$ cat config.mk
export PLATFORM = sky130hd
export DESIGN_NAME = run_length_text_encoder
export DESIGN_NICKNAME = d
export VERILOG_FILES = /design/src/rtl/rte_pkg.sv /design/src/rtl/rte_digit_unit.sv /design/src/rtl/run_length_text_encoder.sv
export SDC_FILE = /design/constraint.sdc
export NUM_CORES = 1
export LEC_CHECK = 0
export BUFFER_PORTS_ARGS = -buffer_cell sky130_fd_sc_hd__buf_2
export CAP_MARGIN = 15
export CORE_MARGIN = 4
export CORE_UTILIZATION = 62
export CTS_BUF_LIST = sky130_fd_sc_hd__clkbuf_2 sky130_fd_sc_hd__clkbuf_4 sky130_fd_sc_hd__clkbuf_8
export CTS_CLUSTER_SIZE = 20
export DETAILED_ROUTE_END_ITERATION = 8
export GPL_ROUTABILITY_DRIVEN = 0
export PLACE_DENSITY = 0.81
export SETUP_SLACK_MARGIN = 0.15
export SLEW_MARGIN = 20
export SYNTH_ARGS = -nofsm -noshare
export SYNTH_HDL_FRONTEND = slang
export SYNTH_HIERARCHICAL = 1
export SYNTH_SLANG_ARGS = --single-unit
$ cat constraint.sdc
create_clock -name aclk -period 11.5 [get_ports aclk]
set_input_delay 2.3 -clock aclk [delete_from_list [all_inputs] [get_ports aclk]]
set_output_delay 2.3 -clock aclk [all_outputs]
set_load 0.02 [all_outputs]
$ cat src/rtl/rte_pkg.sv
package rte_pkg;

    localparam int VAL_W       = 16;
    localparam int DIGITS      = 5;
    localparam int IDX_W       = 3;
    localparam int DIG_W       = 4;
    localparam int MAX_RUN_DEF = 65535;

    localparam logic [7:0] ESC_RESET = 8'h40;
    localparam logic [7:0] CHAR_ZERO = 8'h30;
    localparam logic [IDX_W-1:0] IDX_LAST = IDX_W'(DIGITS - 1);

    typedef struct packed {
        logic [7:0] char_in;
        logic       last_in;
    } in_t;

    typedef struct packed {
        logic [7:0] char_out;
        logic       last_out;
    } out_t;

    typedef enum logic [5:0] {
        ST_IDLE   = 6'b000001,
        ST_CHAR   = 6'b000010,
        ST_REPEAT = 6'b000100,
        ST_ESC    = 6'b001000,
        ST_CALC   = 6'b010000,
        ST_DIGIT  = 6'b100000
    } state_t;

    function automatic logic [VAL_W-1:0] pow10(input logic [IDX_W-1:0] idx);
        logic [VAL_W-1:0] p;
        unique case (idx)
            3'd0:    p = VAL_W'(10000);
            3'd1:    p = VAL_W'(1000);
            3'd2:    p = VAL_W'(100);
            3'd3:    p = VAL_W'(10);
            default: p = VAL_W'(1);
        endcase
        return p;
    endfunction

endpackage

$ cat src/rtl/rte_digit_unit.sv
module rte_digit_unit (
    input  logic [rte_pkg::VAL_W-1:0] val,
    input  logic [rte_pkg::IDX_W-1:0] pow_idx,
    output logic                      ge,
    output logic [rte_pkg::VAL_W-1:0] diff
);

    logic [rte_pkg::VAL_W-1:0] pw;

    // shared compare and subtract against the current power of ten
    always_comb begin
        pw   = rte_pkg::pow10(pow_idx);
        ge   = (val >= pw);
        diff = val - pw;
    end

endmodule

$ cat src/rtl/run_length_text_encoder.sv
// Run-length text encoder. Bytes arrive one item at a time on s_, the final
// byte of a string flagged by last_in; encoded bytes leave on m_, last_out on
// the final one. An item that extends or opens a run leaves s_ready high.
// An item that closes a run keeps s_ready low while the run is sent: the run
// byte, then a repeat byte or the escape byte and the count in decimal, with
// leading zeros of the count skipped and each digit found by compare-subtract
// steps in the single shared digit unit before it is sent. The escape byte
// (cfg_data, '@' after reset) is written on cfg_ and is always ready.
module run_length_text_encoder #(
    parameter int MAX_RUN = rte_pkg::MAX_RUN_DEF
) (
    input  logic          aclk,
    input  logic          aresetn,
    input  logic          s_valid,
    output logic          s_ready,
    input  rte_pkg::in_t  s_data,
    output logic          m_valid,
    input  logic          m_ready,
    output rte_pkg::out_t m_data,
    input  logic          cfg_valid,
    output logic          cfg_ready,
    input  logic [7:0]    cfg_data
);

    localparam int LEN_W = $clog2(MAX_RUN + 1);

    rte_pkg::state_t           state_reg, state_next;
    logic [7:0]                esc_reg;
    logic                      open_reg, open_next;
    logic [7:0]                rc_reg, rc_next;
    logic [LEN_W-1:0]          len_reg, len_next;
    logic [7:0]                em_char_reg, em_char_next;
    logic [LEN_W-1:0]          em_len_reg, em_len_next;
    logic                      em_last_reg, em_last_next;
    logic                      tail_reg, tail_next;
    logic [7:0]                tail_char_reg, tail_char_next;
    logic [rte_pkg::VAL_W-1:0] val_reg, val_next;
    logic [rte_pkg::IDX_W-1:0] idx_reg, idx_next;
    logic [rte_pkg::DIG_W-1:0] dig_reg, dig_next;
    logic                      started_reg, started_next;
    logic                      m_valid_reg, m_valid_next;
    rte_pkg::out_t             m_data_reg, m_data_next;

    logic                      out_free;
    logic                      job_done;
    logic                      cont;
    logic                      du_ge;
    logic [rte_pkg::VAL_W-1:0] du_diff;

    rte_digit_unit u_digit (
        .val     (val_reg),
        .pow_idx (idx_reg),
        .ge      (du_ge),
        .diff    (du_diff)
    );

    assign s_ready   = (state_reg == rte_pkg::ST_IDLE);
    assign cfg_ready = 1'b1;
    assign m_valid   = m_valid_reg;
    assign m_data    = m_data_reg;
    assign out_free  = !m_valid_reg || m_ready;
    assign cont      = open_reg && (s_data.char_in == rc_reg) &&
                       (len_reg < LEN_W'(MAX_RUN));

    always_comb begin
        state_next     = state_reg;
        open_next      = open_reg;
        rc_next        = rc_reg;
        len_next       = len_reg;
        em_char_next   = em_char_reg;
        em_len_next    = em_len_reg;
        em_last_next   = em_last_reg;
        tail_next      = tail_reg;
        tail_char_next = tail_char_reg;
        val_next       = val_reg;
        idx_next       = idx_reg;
        dig_next       = dig_reg;
        started_next   = started_reg;
        m_valid_next   = m_valid_reg && !m_ready;
        m_data_next    = m_data_reg;
        job_done       = 1'b0;

        unique case (state_reg)
            rte_pkg::ST_IDLE: begin
                if (s_valid) begin
                    priority if (cont) begin
                        if (s_data.last_in) begin
                            em_char_next = rc_reg;
                            em_len_next  = len_reg + LEN_W'(1);
                            em_last_next = 1'b1;
                            open_next    = 1'b0;
                            rc_next      = 8'd0;
                            len_next     = '0;
                            state_next   = rte_pkg::ST_CHAR;
                        end else begin
                            len_next = len_reg + LEN_W'(1);
                        end
                    end else if (open_reg) begin
                        em_char_next = rc_reg;
                        em_len_next  = len_reg;
                        em_last_next = 1'b0;
                        state_next   = rte_pkg::ST_CHAR;
                        if (s_data.last_in) begin
                            tail_next      = 1'b1;
                            tail_char_next = s_data.char_in;
                            open_next      = 1'b0;
                            rc_next        = 8'd0;
                            len_next       = '0;
                        end else begin
                            rc_next  = s_data.char_in;
                            len_next = LEN_W'(1);
                        end
                    end else if (s_data.last_in) begin
                        em_char_next = s_data.char_in;
                        em_len_next  = LEN_W'(1);
                        em_last_next = 1'b1;
                        state_next   = rte_pkg::ST_CHAR;
                    end else begin
                        open_next = 1'b1;
                        rc_next   = s_data.char_in;
                        len_next  = LEN_W'(1);
                    end
                end
            end
            rte_pkg::ST_CHAR: begin
                if (out_free) begin
                    m_valid_next         = 1'b1;
                    m_data_next.char_out = em_char_reg;
                    m_data_next.last_out = em_last_reg && (em_len_reg == LEN_W'(1));
                    priority if (em_len_reg == LEN_W'(1)) begin
                        job_done = 1'b1;
                    end else if (em_len_reg == LEN_W'(2)) begin
                        state_next = rte_pkg::ST_REPEAT;
                    end else begin
                        val_next   = rte_pkg::VAL_W'(em_len_reg) - rte_pkg::VAL_W'(3);
                        state_next = rte_pkg::ST_ESC;
                    end
                end
            end
            rte_pkg::ST_REPEAT: begin
                if (out_free) begin
                    m_valid_next         = 1'b1;
                    m_data_next.char_out = em_char_reg;
                    m_data_next.last_out = em_last_reg;
                    job_done             = 1'b1;
                end
            end
            rte_pkg::ST_ESC: begin
                if (out_free) begin
                    m_valid_next         = 1'b1;
                    m_data_next.char_out = esc_reg;
                    m_data_next.last_out = 1'b0;
                    idx_next             = '0;
                    dig_next             = '0;
                    started_next         = 1'b0;
                    state_next           = rte_pkg::ST_CALC;
                end
            end
            rte_pkg::ST_CALC: begin
                priority if (du_ge) begin
                    val_next = du_diff;
                    dig_next = dig_reg + rte_pkg::DIG_W'(1);
                end else if (dig_reg != '0 || started_reg || idx_reg == rte_pkg::IDX_LAST) begin
                    state_next = rte_pkg::ST_DIGIT;
                end else begin
                    // leading zero, skip it
                    idx_next = idx_reg + rte_pkg::IDX_W'(1);
                end
            end
            rte_pkg::ST_DIGIT: begin
                if (out_free) begin
                    m_valid_next         = 1'b1;
                    m_data_next.char_out = rte_pkg::CHAR_ZERO + 8'(dig_reg);
                    m_data_next.last_out = em_last_reg && (idx_reg == rte_pkg::IDX_LAST);
                    if (idx_reg == rte_pkg::IDX_LAST) begin
                        job_done = 1'b1;
                    end else begin
                        idx_next     = idx_reg + rte_pkg::IDX_W'(1);
                        dig_next     = '0;
                        started_next = 1'b1;
                        state_next   = rte_pkg::ST_CALC;
                    end
                end
            end
            default: begin
                state_next = rte_pkg::ST_IDLE;
            end
        endcase

        // after a finished run, send the one-byte run left by a closing item, else go idle
        if (job_done) begin
            if (tail_reg) begin
                em_char_next = tail_char_reg;
                em_len_next  = LEN_W'(1);
                em_last_next = 1'b1;
                tail_next    = 1'b0;
                state_next   = rte_pkg::ST_CHAR;
            end else begin
                state_next = rte_pkg::ST_IDLE;
            end
        end
    end

    always_ff @(posedge aclk) begin
        if (!aresetn) begin
            state_reg   <= rte_pkg::ST_IDLE;
            open_reg    <= 1'b0;
            rc_reg      <= 8'd0;
            len_reg     <= '0;
            tail_reg    <= 1'b0;
            m_valid_reg <= 1'b0;
            esc_reg     <= rte_pkg::ESC_RESET;
        end else begin
            state_reg   <= state_next;
            open_reg    <= open_next;
            rc_reg      <= rc_next;
            len_reg     <= len_next;
            tail_reg    <= tail_next;
            m_valid_reg <= m_valid_next;
            if (cfg_valid) begin
                esc_reg <= cfg_data;
            end
        end
    end

    always_ff @(posedge aclk) begin
        em_char_reg   <= em_char_next;
        em_len_reg    <= em_len_next;
        em_last_reg   <= em_last_next;
        tail_char_reg <= tail_char_next;
        val_reg       <= val_next;
        idx_reg       <= idx_next;
        dig_reg       <= dig_next;
        started_reg   <= started_next;
        m_data_reg    <= m_data_next;
    end

endmodule

## Word level (Yosys, flattened, before mapping)

Index checks and enable logic that the tools add are counted.

- Output and inout port bits: 12
- Bits of input ports: 22
- Word-level logic and storage cells: 179
- Register bits after elaboration: 107

- $add $sub $neg: 6
- Muxes and demuxes: 92
- Reductions and logical operators: 27
- Bitwise operators: 1
- Magnitude comparators: 2
- Eq/ne operators: 34

Operators with widths:

| cell | number |
|---|---|
| 2-to-1 mux 16 bit | 16 |
| 2-to-1 mux 8 bit | 13 |
| 2-to-1 mux 6 bit | 12 |
| case mux 14 bit (4 select lines) | 1 |
| 2-to-1 mux 9 bit | 4 |
| case mux 6 bit (6 select lines) | 1 |
| case mux 9 bit (4 select lines) | 1 |
| case mux 16 bit (2 select lines) | 1 |
| 2-to-1 mux 1 bit | 28 |
| inequality test 2 bit, second input constant | 12 |
| inequality test 3 bit, second input constant | 7 |
| 2-to-1 mux 4 bit | 5 |
| AND reduction 5 bit | 4 |
| adder 16 x 1 -> 16 bit, second input constant | 1 |
| == test 16 x 1 -> 1 bit, second input constant | 1 |
| == test 16 x 2 -> 1 bit, second input constant | 1 |
| greater-or-equal comparator 16 x 14 -> 1 bit | 1 |
| less-than comparator 16 bit, second input constant | 1 |
| subtractor 16 x 14 -> 16 bit | 1 |
| subtractor 16 x 2 -> 16 bit, second input constant | 1 |
| 2-to-1 mux 3 bit | 5 |
| case mux 4 bit (3 select lines) | 1 |
| case mux 3 bit (3 select lines) | 1 |
| AND reduction 9 bit | 1 |
| other kinds (30) | 42 |

## Logic depth before layout (Yosys ltp)

Gate-level depths: netlist of the first run.

- Word-level depth: 8
- Depth in mapped cells: 14

## Modules after synthesis

Netlist of the first run, hierarchy kept.

By module, submodules not included:

| module | cells an instance | area an instance (um^2) | times used |
|---|---|---|---|
| run_length_text_encoder | 622 | 5579.1 | 1 |
| rte_digit_unit | 99 | 737.0 | 1 |

## Worst setup path before layout of the first run

No wires, ideal clock.

- Path kind: input-to-reg
- Start point: in s_data[8] (netlist name)
- End point: reg rc_reg[0]
- Data required time: 11.440 ns
- Arrival: 4.054 ns
- Library setup time: 0.060 ns
- Stages on the path: 7
- Setup slack: 7.386 ns
- Path buffers: 0
- Cell sequence: xor2_1 nor4_1 nand2_1 nor3_1 nor2_1 nor2_1 a22o_1

- Cells in the longest elaborated chain, start to end: 5

Ends and longest elaborated chain:

| what | RTL line | source |
|---|---|---|
| start, declared | run_length_text_encoder.sv:16 | `input rte_pkg::in_t s_data,` |
| == test 8 bit (*) | run_length_text_encoder.sv:62 | `assign cont = open_reg && (s_data.char_in == rc_reg) &&` |
| logical AND 1 bit (*) (2 in series) | run_length_text_encoder.sv:62 |  |
| inequality test 3 x 1 -> 1 bit (no line) or inequality test 2 bit (tied branches) | - |  |
| AND reduction 4 bit (no line) | - |  |
| end signal, assigned | run_length_text_encoder.sv:216 | `rc_reg <= rc_next;` |
| end, declared | run_length_text_encoder.sv:30 | `logic [7:0] rc_reg, rc_next;` |

Every way passes the cells marked *; elsewhere a longest branch is shown, timed or not.
A chain may end at the register's enable or synchronous reset.

## Worst setup path in the final report of the first run

Ends and elaborated chain as after synthesis.

==> results of run 1 <==
-- through the flow --
step | hold WS [ns] | utilization, %
floorplan | 0.418 | -
global placement | 0.438 | 65.7
detailed placement | 0.432 | 65.7
CTS | 0.457 | 67.7
global route | 0.488 | 67.8
finish | 0.468 | 67.8
-- critical path, delay by kind of cell --
family,cells,cell delay [ns]
AOI/OAI and AO/OA,1,0.25
and+or+nand+nor,5,2.14
buffers and inverters,1,0.13
xor gates and xnor gates,1,0.14
-- cells by family after synthesis --
group                      after synthesis  synth area share, %
xor gates and xnor gates                43                 5.96
muxes                                   17                 2.81
DFF                                    107                 40.4
other                                    1               0.0594
AOI/OAI and AO/OA                      194                 20.3
buffers and inverters                   57                 3.74
adders and majority gates               21                 4.28
and+or+nand+nor                        281                 22.4
-- power groups by stage --
stage	sequential (mW)	combinational (mW)	clock (mW)
after floorplan	0.479	0.178	0
after global placement	0.497	0.219	0
after detailed placement	0.498	0.225	0
after CTS	0.490	0.227	0.235
after global routing	0.497	0.254	0.253
final	0.492	0.232	0.231
-- layout make-up --
cell class / instances / area (µm²)
clock inverter: 6 / 65.1
clock buffer: 10 / 131
timing repair buffer: 33 / 168
fill: 787 / 3180
inverter: 19 / 71.3
sequential: 107 / 2550
multi-input combinational: 557 / 3530
tap: 133 / 166
-- layer usage --
| metal | vias up | global-route usage, % | wire (µm) |
|---|---|---|---|
| met5 | - | 0 | 0 |
| met4 | 0 | 7.66 | 309 |
| met3 | 30 | 3.67 | 1160 |
| met2 | 292 | 41.4 | 6960 |
| met1 | 2605 | 37.4 | 6670 |
| li1 | 2666 | - | - |
-- how the worst max path moves through the flow --
stage | endpoint | cells past startpoint
2_1_floorplan | rc_reg[0] | 7
3_3_place_gp | tail_reg | 8
3_5_place_dp | tail_reg | 8
4_1_cts | tail_reg | 8
5_1_grt | rc_reg[0] | 8
6_report | rc_reg[0] | 8
-- cell usage in the layout (no fill, tap or decap), types with 4 or more instances in the layout --
cell       count
buf_2         32
dfxtp_1       66
a31oi_1       14
nor3_2         4
nand2b_1       9
o31ai_1        8
ha_1          20
nor3_1        24
o22ai_1        8
a21o_1         8
inv_1         18
a22oi_1        9
xor2_1        24
and2_1         7
and3_1         7
a22o_1        12
o211ai_1       9
nand2_1       73
o2111ai_1      4
mux2_2         6
clkbuf_8       9
nor2b_1       10
nand4_1        4
a211oi_1       4
o21ai_0       47
nand3_1       25
xnor2_1       19
mux2i_1       11
nor2_1        71
or4_1          4
nor4_1        14
a21oi_1       44
or3_1          7
edfxtp_1      41
or2_2          4
==> out/summary.txt, run 1 <==
Clk network pwr share: 24.2%
clk sink count: 107
worst hold start: tail_char_reg[4]
Crit Path Class: input port to register
Net Count, Synth: 764
asr flop ratio synth: 0%
Slew Viols, Final: 0
Post-Place Cell Area: 6480 µm²
first-pass GRT wire length: 25.0 mm
worst-path maximum fanout: 8
total number of vias: 5593
# DRC: 0
Fmax: 215 MHz
Comb power frac: 24.3%
Worst R2R Setup Slack: 7.57 ns
Root Driver: clkbuf_8
final WL: 15.1 mm
Antenna Nets Post-Route: 0
fin cells: 865
number of flops mapped to enable cells by yosys: 41
synthesized area: 6320 µm²
Worst Setup End Kind: register
DR vias/cell: 6.47
Syn Inst Count: 721
leak pwr: 2.45 nW
1st-iter DRT viols: 549
Main synth FF type: dfxtp_1
CTS tree: yes
post-place setup slack: 6.50 ns
min Tclk post-route: 4.65 ns
Sw Share: 33.3%
Power Internal: 636 µW
post_cts resized: 0
Psw: 318 µW
max_cap viols: 0
CP startpoint kind: input port
RSZ-0062 raised after global routing: no
Worst Skew: 0.00879 ns
final hold vios: 0
# rows: 36
terminus of the critical flop-to-flop path: state_reg[1]
initial antenna violation count: 0
largest net degree at the start of global routing: 28
die extent in x: 109 µm
CTS max path bufs: 2
WP data required: 11.81 ns
Global Route Usage Sum: 26.2%
Worst Setup SP: s_data[8]
list of most frequent post-synthesis cells: 73 x nand2_1, 71 x nor2_1, 66 x dfxtp_1
Arrival @ worst endpoint: 4.96 ns
RR Startpoint: idx_reg[2]
post-synth top area share: 20.9%
hold-fix buffers at CTS: 0
CP max stage cell: nor3_1
diode count: 0
Hold Path Depth: 2
status: complete, no violations
Hold Crit Class: register to register
core area: 9860 µm²
Slew headroom: 25.9%
WL/cell: 17.5 µm
total power: 954 µW
final HPWL from detailed placement: 11.0 mm
placed cells: 849
crit-path cells: buf_2, xor2_1, nor4_1, nand2_1, nor3_1, nor2_1, nor2_1, a22o_1
global route overflow: 0
Inserted Clock Buffers: 9
post-CTS setup buffers: 0
area leader, netlist: dfxtp_1
I/O pin cnt: 34
area grow syn2layout: 5.86%
vias in the first global route: 4911
final period utilization: 40.4%
CP peak stage delay: 0.82 ns
Worst Setup Slack, final: 6.85 ns
Clock transition at path regs: 0.10 ns
port bufs: 32
die height: 109 µm
most common cell in the netlist: nand2_1
Pwr Density: 143 nW/µm²
Mean Syn Cell Area: 8.76 µm²
worst reg2reg path depth: 13
H-tree level count: 3
share of cells above drive strength 1: 11.2%
VDD IR max: 0.130 mV
Netlist cell types: 73
Post-Layout Inst Area: 6690 µm²
DR pass1 iterations: 6
Yosys warning total: 6
sequential share of the synthesized area: 40.4%
Final setup viols: 0
setup TNS: 0 ns
worst skew pair latency: 0.37 ns
largest cells by area after synthesis: dfxtp_1 21%, edfxtp_1 19%, nand2_1 4.3%
crit-path most repeated cell: nor2_1
number of synthesized register bits: 107
Die Area: 11900 µm²
Final nets: 770
sequential cell fraction of total power: 51.5%
Worst Max-Slew Pin Slew: 1.10 ns
Min-Delay Endpoint: em_char_reg[4]
Initial Util: 64.0%
Power figures use the tool's default switching activity.
==> run 2: changes to the inputs <==
Clock period 11.5 ns to 4.75 ns, I/O delays scaled along.
==> run 2 against run 1 <==
Core utilization is 0.18 points higher. First-iteration DRC count is 15% lower. Wire length is 0.23% lower. Setup slack worse by 5.8 ns. Die area stayed put. Sequential share of layout area is 0.10 points lower. Non-clock buffer count is 3 higher. Final cell count is 0.35% higher. Largest cell class unchanged.
==> out/summary.txt, run 2 (synthesized netlist as in run 1, its figures left out) <==
status: complete, no violations
clk sink count: 107 (unchanged)
Die Area: 11900 µm² (unchanged)
core area: 9860 µm² (unchanged)
leak pwr: 2.47 nW (+0.71%)
max_cap viols: 0 (unchanged)
final WL: 15.1 mm (-0.23%)
worst reg2reg path depth: 13 (unchanged)
global route overflow: 0 (unchanged)
Antenna Nets Post-Route: 0 (unchanged)
CP startpoint kind: register
DR pass1 iterations: 5 (-1)
largest net degree at the start of global routing: 28 (unchanged)
total number of vias: 5532 (-1.1%)
Crit Path Class: register to register
commonest non-fill, non-tap cell in the layout: nand2_1
post-CTS setup buffers: 0 (unchanged)
CP endpoint: state_reg[1]
Slew headroom: 41.3% (+15 points)
final hold slack: 0.463 ns (-0.00519 ns)
RSZ-0062 raised after global routing: no
# DRC: 0 (unchanged)
Worst Skew: 0.0176 ns (+0.00880 ns)
Worst Setup End Kind: register
Fmax: 274 MHz
Global Route Usage Sum: 26.5% (+0.37 points)
Final nets: 773 (+0.39%)
most frequent cells in the layout: 73 x nand2_1, 71 x nor2_1, 66 x dfxtp_1
die height: 109 µm (unchanged)
area grow syn2layout: 6.14%
worst skew pair latency: 0.38 ns (about the same)
# rows: 36 (unchanged)
DR vias/cell: 6.37 (-1.4%)
Root Driver: clkbuf_8
final period utilization: 76.9%
post-place setup slack: 1.18 ns (-5.32 ns)
1st-iter DRT viols: 469 (-15%)
VDD IR max: 0.259 mV (+100%)
Final setup viols: 0 (unchanged)
I/O pin cnt: 34 (unchanged)
Worst Setup Slack, final: 1.10 ns (-5.75 ns)
CTS max path bufs: 2 (unchanged)
Slew Viols, Final: 0 (unchanged)
die extent in x: 109 µm (unchanged)
share of cells above drive strength 1: 11.4% (+0.23 points)
worst-path maximum fanout: 8 (unchanged)
final hold vios: 0 (unchanged)
initial antenna violation count: 0 (unchanged)
Clock transition at path regs: 0.11 ns (about the same)
Worst Setup SP: idx_reg[2]
Inserted Clock Buffers: 9 (unchanged)
final HPWL from detailed placement: 11.0 mm (-0.22%)
vias in the first global route: 5097 (+3.8%)
Initial Util: 64.0% (unchanged)
Worst Max-Slew Pin Slew: 0.880 ns (-0.225 ns)
CTS tree: yes
first-pass GRT wire length: 25.2 mm (+0.77%)
terminus of the critical flop-to-flop path: state_reg[1]
H-tree level count: 3 (unchanged)
Hold Crit Class: register to register
setup TNS: 0 ns (unchanged)
post_cts resized: 0 (unchanged)
RR Startpoint: idx_reg[2]
WL/cell: 17.4 µm (-0.57%)
Arrival @ worst endpoint: 3.97 ns (-0.99 ns)
port bufs: 32 (unchanged)
diode count: 0 (unchanged)
WP data required: 5.07 ns (-6.74 ns)
Pwr Density: 345 nW/µm² (+140%)
hold-fix buffers at CTS: 0 (unchanged)
Worst R2R Setup Slack: 1.10 ns (-6.47 ns)
min Tclk post-route: 3.65 ns
## run 2: cell types whose count changed in the layout (fill, tap and decap cells not counted), sizes merged
cell,previous run,this run
clkinv,3,1
clkinvlp,1,0
bufinv,1,0
inv,20,24
buf,33,36
## run 2: per-layer routing
layer / GRT usage [%] / up-vias / part of all wire [%]
met5: 0 / - / 0
met4: 9.65 / 0 / 1.9
met3: 3.32 / 28 / 6.6
met2: 40.7 / 227 / 46
met1: 38.5 / 2606 / 45
li1: - / 2671 / -
## run 2: metrics by stage
| step | power, mW | utilization (%) | std cells | instance area (µm²) |
|---|---|---|---|---|
| after global routing | 2.43 | 68.0 | 868 | 6700 |
| after CTS | 2.31 | 68.0 | 868 | 6700 |
| after detailed placement | 1.76 | 66.0 | 852 | 6510 |
| after floorplan | 1.59 | - | 721 | 6320 |
| final | 2.31 | 68.0 | 868 | 6700 |
| after global placement | 1.73 | 66.0 | 852 | 6510 |
## run 2: layout make-up
class | instances | area [µm²]
clock buffer | 10 | 131
clock inverter | 6 | 65.1
fill | 799 | 3160
inverter | 19 | 71.3
multi-input combinational | 557 | 3530
sequential | 107 | 2550
tap | 133 | 166
timing repair buffer | 36 | 190
## run 2: worst min path at each step
stage / endpoint / slack (ns) / startpoint / cells after the start
detailed placement: em_char_reg[4] / 0.44 / tail_char_reg[4] / 2
global route: em_char_reg[4] / 0.48 / tail_char_reg[4] / 2
floorplan: em_char_reg[4] / 0.42 / tail_char_reg[4] / 2
CTS: em_char_reg[4] / 0.46 / tail_char_reg[4] / 2
finish: em_char_reg[4] / 0.46 / tail_char_reg[4] / 2
global placement: em_char_reg[4] / 0.42 / tail_char_reg[4] / 2
## run 2: report_power, final
part	leakage (nW)	internal, mW	switching, mW
clock	0.102	0.215	0.345
combinational	1.51	0.224	0.337
sequential	0.858	1.07	0.121
## run 2: worst max-delay path, stage by stage, from the launching register on
cell,delay (ns)
edfxtp_1,0.49
nand2b_1,0.23
or2_2,0.30
and2_1,0.18
ha_1,0.36
and3_1,0.23
a221oi_2,0.35
o21ba_2,0.24
o211ai_1,0.23
o21ai_0,0.33
o2111ai_1,0.24
nand2_1,0.14
o221ai_1,0.12
a21oi_1,0.15
